File: src/rtl/core/trfd_pkg.sv
// Shared types and constants for the touch report frame decoder.
`default_nettype none

package trfd_pkg;

  // Default limit on contacts in one report.
  localparam int unsigned MaxContactsDefault = 10;

  // Reset value of the rotation pivot.
  localparam logic [11:0] PivotReset = 12'd1847;

  // Report layout.
  localparam logic [7:0] HdrLen     = 8'd8;
  localparam logic [7:0] HdrSumLen  = 8'd6;
  localparam logic [7:0] PosStatus  = 8'd0;
  localparam logic [7:0] PosRequest = 8'd2;
  localparam logic [7:0] PosChkLow  = 8'd6;
  localparam logic [7:0] PosChkHigh = 8'd7;
  localparam logic [3:0] RecMajor   = 4'd4;

  // Header bits and codes.
  localparam int unsigned StatusTouchBit   = 7;
  localparam int unsigned StatusRequestBit = 6;
  localparam logic [7:0]  RequestReset     = 8'h03;
  localparam logic [1:0]  ActionRelease    = 2'd3;

  typedef enum logic [2:0] {
    KIND_CONTACT   = 3'd0,
    KIND_DONE      = 3'd1,
    KIND_HDR_ERR   = 3'd2,
    KIND_BAD_COUNT = 3'd3,
    KIND_RESET_REQ = 3'd4
  } kind_e;

  typedef struct packed {
    logic [7:0] data_byte;
    logic       frame_start;
  } item_t;

  typedef struct packed {
    kind_e       kind;
    logic [3:0]  slot;
    logic        active;
    logic [11:0] pos_x;
    logic [11:0] pos_y;
    logic [7:0]  touch_major;
    logic        data_checksum_ok;
    logic        last;
  } result_t;

  // Results produced by one byte: up to two, in order.
  typedef struct packed {
    logic [1:0] count;
    result_t    res_a;
    result_t    res_b;
  } emit_t;

endpackage

`default_nettype wire

File: src/rtl/core/trfd_decode.sv
// Report parser: header and record state, and the results each byte produces.
`default_nettype none

module trfd_decode #(
  parameter int unsigned MAX_CONTACTS = trfd_pkg::MaxContactsDefault
) (
  input  wire logic                 clk_i,
  input  wire logic                 rst_ni,
  input  wire logic                 step_i,
  input  wire trfd_pkg::item_t      item_i,
  input  wire logic [11:0]          pivot_i,
  output trfd_pkg::emit_t           emit_o
);

  localparam logic [4:0] MaxC = 5'(MAX_CONTACTS);

  logic [7:0]  byte_pos_q, byte_pos_d;
  logic        in_report_q, in_report_d;
  logic [15:0] hsum_q, hsum_d;
  logic [7:0]  status_q, status_d;
  logic [7:0]  request_q, request_d;
  logic [3:0]  cnt_q, cnt_d;
  logic [7:0]  chk_q, chk_d;
  logic [15:0] rsum_q, rsum_d;
  logic [7:0]  head_q [4];
  logic [7:0]  head_d [4];

  logic        live;
  logic [7:0]  pos;
  logic [7:0]  off;
  logic [7:0]  span;
  logic [3:0]  w;
  logic [7:0]  b;
  logic        close;
  logic        a_vld;
  logic        rst_emit;
  trfd_pkg::result_t res_a;
  logic        reset_wanted;
  logic [3:0]  hdr_cnt;
  logic [3:0]  c_slot;
  logic [1:0]  c_act;
  logic [11:0] raw_x;
  logic [11:0] raw_y;
  trfd_pkg::result_t rst_res;

  assign b     = item_i.data_byte;
  assign live  = item_i.frame_start || in_report_q;
  assign pos   = item_i.frame_start ? 8'd0 : byte_pos_q;
  assign off   = pos - trfd_pkg::HdrLen;
  assign span  = {cnt_q, 4'b0000};
  assign w     = off[3:0];
  assign reset_wanted = status_q[trfd_pkg::StatusRequestBit] &&
                        (request_q == trfd_pkg::RequestReset);
  assign hdr_cnt = request_q[3:0];
  assign c_slot  = head_q[0][5:2];
  assign c_act   = head_q[0][7:6];
  assign raw_x   = {head_q[1], head_q[3][7:4]};
  assign raw_y   = {head_q[2], head_q[3][3:0]};

  always_comb begin
    rst_res      = '0;
    rst_res.kind = trfd_pkg::KIND_RESET_REQ;
  end

  always_comb begin
    byte_pos_d  = byte_pos_q;
    in_report_d = in_report_q;
    hsum_d      = hsum_q;
    status_d    = status_q;
    request_d   = request_q;
    cnt_d       = cnt_q;
    chk_d       = chk_q;
    rsum_d      = rsum_q;
    head_d      = head_q;
    close       = 1'b0;
    a_vld       = 1'b0;
    rst_emit    = 1'b0;
    res_a       = '0;

    if (step_i && live) begin
      byte_pos_d = pos + 8'd1;
      if (pos < trfd_pkg::HdrLen) begin
        if (pos == trfd_pkg::PosStatus) begin
          hsum_d = {8'h00, b};
        end else if (pos < trfd_pkg::HdrSumLen) begin
          hsum_d = hsum_q + {8'h00, b};
        end
        if (pos == trfd_pkg::PosStatus) begin
          status_d = b;
          if (b == 8'h00) begin
            close = 1'b1;
          end
        end else if (pos == trfd_pkg::PosRequest) begin
          request_d = b;
        end else if (pos == trfd_pkg::PosChkLow) begin
          chk_d = b;
        end else if (pos == trfd_pkg::PosChkHigh) begin
          if (hsum_q != {b, chk_q}) begin
            a_vld      = 1'b1;
            res_a.kind = trfd_pkg::KIND_HDR_ERR;
            close      = 1'b1;
          end else if (status_q[trfd_pkg::StatusTouchBit]) begin
            if ({1'b0, hdr_cnt} > MaxC) begin
              a_vld      = 1'b1;
              res_a.kind = trfd_pkg::KIND_BAD_COUNT;
              rst_emit   = reset_wanted;
              close      = 1'b1;
            end else if (hdr_cnt == 4'd0) begin
              a_vld                  = 1'b1;
              res_a.kind             = trfd_pkg::KIND_DONE;
              res_a.data_checksum_ok = 1'b1;
              rst_emit               = reset_wanted;
              close                  = 1'b1;
            end else begin
              cnt_d = hdr_cnt;
            end
          end else begin
            rst_emit = reset_wanted;
            close    = 1'b1;
          end
        end
      end else if (off < span) begin
        rsum_d = (off == 8'd0) ? {8'h00, b} : rsum_q + {8'h00, b};
        if (w < 4'd4) begin
          head_d[w[1:0]] = b;
        end
        // Bytes zero to three are held; byte four completes the contact.
        if (w == trfd_pkg::RecMajor && head_q[0][1:0] == 2'b00 &&
            {1'b0, c_slot} < MaxC) begin
          a_vld      = 1'b1;
          res_a.kind = trfd_pkg::KIND_CONTACT;
          res_a.slot = c_slot;
          if (c_act != trfd_pkg::ActionRelease) begin
            res_a.active      = 1'b1;
            res_a.pos_x       = raw_y;
            res_a.pos_y       = (pivot_i >= raw_x) ? pivot_i - raw_x : 12'd0;
            res_a.touch_major = b;
          end
        end
      end else if (off == span) begin
        chk_d = b;
      end else begin
        a_vld                  = 1'b1;
        res_a.kind             = trfd_pkg::KIND_DONE;
        res_a.data_checksum_ok = (rsum_q == {b, chk_q});
        rst_emit               = reset_wanted;
        close                  = 1'b1;
      end
      in_report_d = !close;
    end
  end

  always_comb begin
    emit_o = '0;
    if (a_vld) begin
      emit_o.res_a      = res_a;
      emit_o.res_a.last = !rst_emit;
      if (rst_emit) begin
        emit_o.res_b      = rst_res;
        emit_o.res_b.last = 1'b1;
        emit_o.count      = 2'd2;
      end else begin
        emit_o.count = 2'd1;
      end
    end else if (rst_emit) begin
      emit_o.res_a      = rst_res;
      emit_o.res_a.last = 1'b1;
      emit_o.count      = 2'd1;
    end
  end

  always_ff @(posedge clk_i or negedge rst_ni) begin
    if (!rst_ni) begin
      byte_pos_q  <= '0;
      in_report_q <= 1'b0;
      hsum_q      <= '0;
      status_q    <= '0;
      request_q   <= '0;
      cnt_q       <= '0;
      chk_q       <= '0;
      rsum_q      <= '0;
      head_q      <= '{default: '0};
    end else begin
      byte_pos_q  <= byte_pos_d;
      in_report_q <= in_report_d;
      hsum_q      <= hsum_d;
      status_q    <= status_d;
      request_q   <= request_d;
      cnt_q       <= cnt_d;
      chk_q       <= chk_d;
      rsum_q      <= rsum_d;
      head_q      <= head_d;
    end
  end

  // A second result from one byte is always the reset request.
  assert property (@(posedge clk_i) disable iff (!rst_ni)
    emit_o.count == 2'd2 |-> emit_o.res_b.kind == trfd_pkg::KIND_RESET_REQ)
    else $error("second result is not a reset request");

  // Records are only taken once a nonzero, legal count was latched.
  assert property (@(posedge clk_i) disable iff (!rst_ni)
    (in_report_q && byte_pos_q > trfd_pkg::HdrLen) |->
      (cnt_q != 4'd0 && {1'b0, cnt_q} <= MaxC))
    else $error("record bytes taken without a valid contact count");

endmodule

`default_nettype wire

File: src/rtl/core/trfd_rbuf.sv
// Four-entry result buffer that takes up to two results per cycle.
`default_nettype none

module trfd_rbuf (
  input  wire logic               clk_i,
  input  wire logic               rst_ni,
  input  wire trfd_pkg::emit_t    emit_i,
  output logic                    room_o,
  output logic                    out_valid_o,
  input  wire logic               out_stall_i,
  output trfd_pkg::result_t       out_data_o
);

  trfd_pkg::result_t entries_q [4];
  logic [1:0] wr_ptr_q, rd_ptr_q;
  logic [2:0] count_q;
  logic       pop;

  assign out_valid_o = (count_q != 3'd0);
  assign out_data_o  = entries_q[rd_ptr_q];
  assign pop         = out_valid_o && !out_stall_i;
  // Room for the worst case of two results from the next byte.
  assign room_o      = (count_q <= 3'd2);

  always_ff @(posedge clk_i) begin
    if (emit_i.count != 2'd0) begin
      entries_q[wr_ptr_q] <= emit_i.res_a;
    end
    if (emit_i.count == 2'd2) begin
      entries_q[wr_ptr_q + 2'd1] <= emit_i.res_b;
    end
  end

  always_ff @(posedge clk_i or negedge rst_ni) begin
    if (!rst_ni) begin
      wr_ptr_q <= '0;
      rd_ptr_q <= '0;
      count_q  <= '0;
    end else begin
      wr_ptr_q <= wr_ptr_q + emit_i.count;
      rd_ptr_q <= rd_ptr_q + {1'b0, pop};
      count_q  <= count_q + {1'b0, emit_i.count} - {2'b00, pop};
    end
  end

  assert property (@(posedge clk_i) disable iff (!rst_ni)
    count_q <= 3'd4)
    else $error("result buffer overfilled");

  assert property (@(posedge clk_i) disable iff (!rst_ni)
    emit_i.count != 2'd0 |-> room_o)
    else $error("results pushed without room");

endmodule

`default_nettype wire

File: src/rtl/core/touch_report_frame_decoder.sv
// Top level of the touch report frame decoder.
`default_nettype none

// Accepts one report byte per cycle. Each byte is registered, then parsed
// once the buffer has room, and its results (none, one or two) go into a
// four-entry result buffer. A byte that yields two results (report done
// or a header verdict followed by a reset request) occupies two buffer
// slots; input transfers stall only while the buffer has fewer than two
// free entries, so with the output side taking a result every cycle the
// rate is one byte per cycle. Results reach the output through the input
// register and the result buffer. The rotation pivot may be written at any
// time the block is idle; the configuration port is always ready.
module touch_report_frame_decoder #(
  parameter int unsigned MAX_CONTACTS = trfd_pkg::MaxContactsDefault
) (
  input  wire logic               clk_i,
  input  wire logic               rst_ni,
  input  wire logic               in_valid_i,
  output logic                    in_stall_o,
  input  wire trfd_pkg::item_t    in_data_i,
  output logic                    out_valid_o,
  input  wire logic               out_stall_i,
  output trfd_pkg::result_t       out_data_o,
  input  wire logic               cfg_valid_i,
  output logic                    cfg_ready_o,
  input  wire logic [11:0]        cfg_data_i
);

  logic              in_valid_q, in_valid_d;
  trfd_pkg::item_t   in_item_q;
  logic [11:0]       pivot_q, pivot_d;
  logic              room;
  logic              step;
  logic              accept;
  trfd_pkg::emit_t   emit;

  assign cfg_ready_o = 1'b1;
  assign step        = in_valid_q && room;
  assign in_stall_o  = in_valid_q && !room;
  assign accept      = in_valid_i && !in_stall_o;
  assign pivot_d     = (cfg_valid_i && cfg_ready_o) ? cfg_data_i : pivot_q;

  always_comb begin
    in_valid_d = in_valid_q;
    if (accept) begin
      in_valid_d = 1'b1;
    end else if (step) begin
      in_valid_d = 1'b0;
    end
  end

  always_ff @(posedge clk_i or negedge rst_ni) begin
    if (!rst_ni) begin
      in_valid_q <= 1'b0;
      pivot_q    <= trfd_pkg::PivotReset;
    end else begin
      in_valid_q <= in_valid_d;
      pivot_q    <= pivot_d;
    end
  end

  always_ff @(posedge clk_i) begin
    if (accept) begin
      in_item_q <= in_data_i;
    end
  end

  trfd_decode #(
    .MAX_CONTACTS(MAX_CONTACTS)
  ) u_decode (
    .clk_i  (clk_i),
    .rst_ni (rst_ni),
    .step_i (step),
    .item_i (in_item_q),
    .pivot_i(pivot_q),
    .emit_o (emit)
  );

  trfd_rbuf u_rbuf (
    .clk_i      (clk_i),
    .rst_ni     (rst_ni),
    .emit_i     (emit),
    .room_o     (room),
    .out_valid_o(out_valid_o),
    .out_stall_i(out_stall_i),
    .out_data_o (out_data_o)
  );

  // Only a parsed byte can produce results.
  assert property (@(posedge clk_i) disable iff (!rst_ni)
    emit.count != 2'd0 |-> step)
    else $error("results produced without a byte in the parse stage");

  // A byte waiting in the input register is parsed as soon as there is room.
  assert property (@(posedge clk_i) disable iff (!rst_ni)
    (in_valid_q && room) |=> (!in_valid_q || $past(accept)))
    else $error("input byte held despite buffer room");

endmodule

`default_nettype wire
File: config.mk
export PLATFORM = sky130hd
export DESIGN_NAME = touch_report_frame_decoder
export DESIGN_NICKNAME = d
export VERILOG_FILES = /design/src/rtl/core/trfd_pkg.sv /design/src/rtl/core/trfd_decode.sv /design/src/rtl/core/trfd_rbuf.sv /design/src/rtl/core/touch_report_frame_decoder.sv
export SDC_FILE = /design/constraint.sdc
export NUM_CORES = 1
export LEC_CHECK = 0
export BUFFER_PORTS_ARGS = -buffer_cell sky130_fd_sc_hd__clkbuf_2
export CORE_AREA = 5 5 243 245
export DETAILED_ROUTE_END_ITERATION = 10
export DIE_AREA = 0 0 248 250
export GPL_TIMING_DRIVEN = 0
export PLACE_DENSITY_LB_ADDON = 0.05
export SYNTH_ARGS = -nofsm -noshare
export SYNTH_HDL_FRONTEND = slang
export SYNTH_SLANG_ARGS = --single-unit
File: constraint.sdc
create_clock -name clk_i -period 6.2 [get_ports clk_i]
set_input_delay 1.24 -clock clk_i [delete_from_list [all_inputs] [get_ports clk_i]]
set_output_delay 1.24 -clock clk_i [all_outputs]
set_load 0.02 [all_outputs]
After elaboration in Yosys (flattened, before gate mapping) --
Memory sizes are Yosys's and may differ from the RTL's. Index checks and enable logic that the tools add are counted.
Storage, ports and cells: bits in registers 130, RAM bits 168, bits of input ports 26, output and inout bits 45, memories 1
Cells by class: add/sub/neg operators 10, $lt $le $gt $ge 10, eq/ne operators 14, muxes and demuxes 86, bitwise logic cells 8, reductions and logical operators 32
Memories:
- u_rbuf.entries_q | words 4, bits a word 42, rd ports 1, clocked after Yosys merged registers in 0, wr ports 2, RTL line trfd_rbuf.sv:14 | trfd_pkg::result_t entries_q [4];
Operator list (count):
- 37-bit 2-to-1 mux | 3
- 42-bit 2-to-1 mux | 2
- 8-bit 2-to-1 mux | 8
- 1-bit 2-to-1 mux | 54
- 16-bit 2-to-1 mux | 3
- 44-bit 2-to-1 mux | 1
- 43-bit 2-to-1 mux | 1
- 41-bit 2-to-1 mux | 1
- 33-bit 2-to-1 mux | 1
- 16-bit by 8-bit adder with 16-bit output | 2
- 32-bit bitwise mux | 1
- 8-bit zero test | 3
- 3-bit 2-to-1 mux | 8
- 8-bit demux with 2-bit select | 1
- 16-bit == test | 1
- 8-bit by 2-bit == test with 1-bit output, second input constant | 2
- 8-bit by 3-bit == test with 1-bit output, second input constant | 2
- 16-bit != test | 1
- 12-bit >= comparator | 1
- 12-bit 2-to-1 mux | 1
- 12-bit subtractor | 1
- 10-bit AND reduction | 1
- 1-bit logical AND | 9
- 3-bit AND reduction | 3
- other kinds (32) | 49

Depth between registers and ports, before layout --
depth after elaboration 17, mapped depth 24, mapped depth without buffers 19

By module --
A second synthesis with hierarchy kept.
Second synthesis, totals: cells, all modules 1235, area, all modules 16135.5 um^2
Modules (own cells, without submodules):
- trfd_rbuf | times used 1, cells each 449, area an instance 8498.2 um^2, sequential area each 5220.0 um^2
- trfd_decode | times used 1, cells each 744, area an instance 6807.8 um^2, sequential area each 2377.3 um^2
- touch_report_frame_decoder | times used 1, cells each 42, area an instance 829.5 um^2, sequential area each 605.6 um^2

Worst setup path after synthesis --
No wires, ideal clock.
path type register -> register, start point reg in_item_q[0] (netlist name), end point mem u_rbuf.entries_q[0][0] (netlist name), enable pin, library setup time 0.296 ns, arrival time 4.124 ns, slack 1.779 ns, cell stages (with the launch flop) 21, path buffers 5, clock period less this slack 4.421 ns, cells stage by stage edfxtp_1 -> nor2b_1 -> clkbuf_1 -> inv_1 -> ha_1 -> nor3b_1 -> o21ai_1 -> ha_1 -> a21oi_1 -> inv_2 -> or3_1 -> buf_2 -> nor2_1 -> buf_2 -> o21ai_0 -> ha_1 -> or3_1 -> and2_1 -> clkbuf_1 -> clkbuf_1 -> inv_1
RTL lines:
- from (decl) | RTL line touch_report_frame_decoder.sv:30 | trfd_pkg::item_t in_item_q;
- from (signal assigned) | RTL line touch_report_frame_decoder.sv:64 | in_item_q <= in_data_i;
- to (decl) | RTL line trfd_rbuf.sv:14

==> results_dict.tcl <==
set metrics [dict create \
    outcome "completed" \
    peakVddDrop_uv 172 \
    rows 88 \
    placement.io_buffers 69 \
    synth.avg_cell_area_um2 11.3 \
    drtIter0Drc 540 \
    syn_nets 1311 \
    critical_path.top_delay_family "buffers and inverters" \
    relSlewSlack_pct 13.2 \
    synth_area_um2 14000 \
    holdBufCountCts 0 \
    antenna_found_initial 3 \
    ys.flop_type "dfxtp_1" \
    rsz0062_at_grt "no" \
    drv_slew 0 \
    hp-start "u_rbuf.entries_q[0][40]" \
    dr.pass1.iters 5 \
    nets 1423 \
    cts_resized 0 \
    dpl.hpwl_um 32400 \
    setup_viol 0 \
    clock_tree.root_cell "clkbuf_16" \
    cp_max_fo 10 \
    crit_chain "nor2b_1, clkbuf_1, inv_1, ha_1, nor3b_1, o21ai_1, ha_1, a21oi_1, inv_2, or3_1, buf_2, nor2_1, buf_2, o21ai_0, ha_1, or3_1, and2_1, clkbuf_1, clkbuf_1, inv_1" \
    cts_setup_buffers 0 \
    netlist_instances 1235 \
    finalCritPeriodShare_pct 90.1 \
    clkLatencyLatePin_ps 550 \
    fmax_mhz 179 \
    drt_wl_total_um 46300 \
    cp.required_ps 6460 \
    via_count 10200 \
    yosys.area.top_type_share_pct 23.0 \
    fillerInstances 5963 \
    cts_buffers 39 \
    cp.arrival_ps 5840 \
    clk_pin_slew_ps 60 \
    synthToLayoutAreaGrowth_pct 19.0 \
    fp.coreArea_um2 56900 \
    maxCapViolCount 0 \
    synth_seq_area_share_pct 47.3 \
    ant_nets 0 \
    vias_per_cell 4.75 \
    hold_viol 0 \
    diodes 0 \
    wl_per_cell_um 21.6 \
    clock_sinks 292 \
    synth-edff-count 17 \
    start_util_pct 24.5 \
    cts_tree "yes" \
    seq_area_um2 6600 \
    timing.final.crit_period_ps 5580 \
    end_kind "register" \
    ys_warn_count 0 \
    grt_usage_pct 14.9 \
    dieHeight_um 250 \
    gp_congestion 0.804 \
    final_util_pct 29.2 \
    async_flop_share_pct 39.4 \
    p_per_area_nw_per_um2 351 \
    synthDistinctLibCells 71 \
    remaining_drc_errors 0 \
    die_area_um2 62000 \
    grt_pass1_wl_um 69900 \
    ios 71 \
    fin_tns_setup_ps 0 \
    worst_setup_path_start_kind "register" \
    synth-seq-cells 292 \
    final_cells 2143 \
    cts_buffer_depth 3 \
    layout_common_cells "dfxtp_1 (160), dfrtp_1 (107), a22o_1 (84), clkbuf_2 (70), nand2_1 (67)" \
    worstSetupPathType "register to register" \
    grt_pass1_vias 10500 \
    multi_input_area_um2 6760 \
    dr_wl_met3_um 1720 \
    min_path_type "register to register" \
    crit_buf_inv 8 \
    synthTopCellsByArea "dfxtp_1 (23%), dfrtp_1 (19%), mux4_2 (6.8%)" \
    grt_overflow 0 \
    grt_start_max_net_pins 70 \
    highest_layer "met5" \
    tightest_slew_ps 1300 \
    cp-startpoint "in_item_q[0]" \
    wl_met1_um 22100 \
    cpMaxStageDelayCell "or3_1" \
    drive_gt1_share_pct 18.9 \
    dp_cells 2071 \
    skew_ps 20.1 \
    p_leak_nw 6.93 \
    dr_wl_met2_um 21700 \
    die_w_um 248 \
    htreeDepth 2 \
    slowest_delay_ps 510 \
    rr_startpoint "in_item_q[0]" \
    yosysTopAreaCell "dfxtp_1" \
    layout_commonest_cell "dfxtp_1" \
]
## through the flow
step	instance area, µm²	setup WS (ps)	total power [mW]	hold WS [ps]
after floorplan	14000	1780	3.11	420
after global placement	15300	1.96	3.63	429
after detailed placement	15300	383	3.64	440
after CTS	16600	363	5.96	449
after global routing	16600	168	6.18	464
final	16600	615	5.83	448
## layout make-up
cell class,count,area share [%]
Buffer,87,2.34
Clock buffer,61,7.22
Clock inverter,11,0.573
Inverter,56,1.27
Multi-Input combinational cell,800,40.7
Sequential cell,292,39.7
Tap cell,765,5.76
Timing Repair Buffer,71,2.37
## Yosys cell counts, drive strengths merged, types with 16 or more instances
library cell and n:
clkbuf 55, o21ai 49, or3 16, nand2 67
nand3 20, buf 32, dfxtp 160, mux4 42
a32o 60, xor2 44, ha 46, nand4 21
inv 55, xnor2 19, nor2 44, dfrtp 107
nor2b 18, a22o 84, a21oi 42, mux2 65
nor3 22, edfxtp 17, nor4 18
## kinds of logic after synthesis
group / synth area share [%]
buf+inv: 4.27
fa+ha+maj: 4.70
xor+xnor: 3.95
mux: 13.1
flops: 47.3
simple gates: 10.4
other cells: 0.0269
compound gates: 16.2
## power by group
group          internal (mW)  total, mW  switching [mW]  leakage (nW)
clock network           1.37       2.26           0.892         0.647
registers               2.03       2.16           0.127          2.96
logic                  0.491       1.41           0.916          3.32
## routing by layer
layer  global-route usage (%)  up-vias
met1                     21.1     5086
met3                     2.53       56
met4                     3.04        2
met2                     24.0      148
li1                         -     4889
met5                        0        -
## tightest hold or removal path, delay by kind of cell (launching register included)
family             cells  cell delay, ps
AOI/OAI and AO/OA      1              50
DFF                    1             310
and+or+nand+nor        1              50
## final timing paths
path / to / slack (ps) / cells past startpoint
max: u_rbuf.entries_q[0][0] / 620 / 20
min: u_rbuf.entries_q[0][40] / 450 / 2
max reg2reg: u_rbuf.entries_q[0][0] / 620 / 20
min reg2reg: u_rbuf.entries_q[0][40] / 450 / 2
max in group asynchronous: u_decode.c_slot[2] / 4790 / 2
min in group asynchronous: pivot_q[6] / 660 / 1
## state kept, by name, summed over array words and instances, names as in the netlist, 3 cells and up
register and count:
u_rbuf.entries_q 168, u_decode.head_q 26, u_decode.hsum_q 16, u_decode.rsum_q 16, pivot_q 12, in_item_q 9
u_decode.byte_pos_q 8, u_decode.chk_q 8, u_decode.request_q 8, u_decode.c_slot 4, u_decode.cnt_q 4, u_rbuf.count_q 3
No activity file was read; power rests on OpenSTA's default activity.
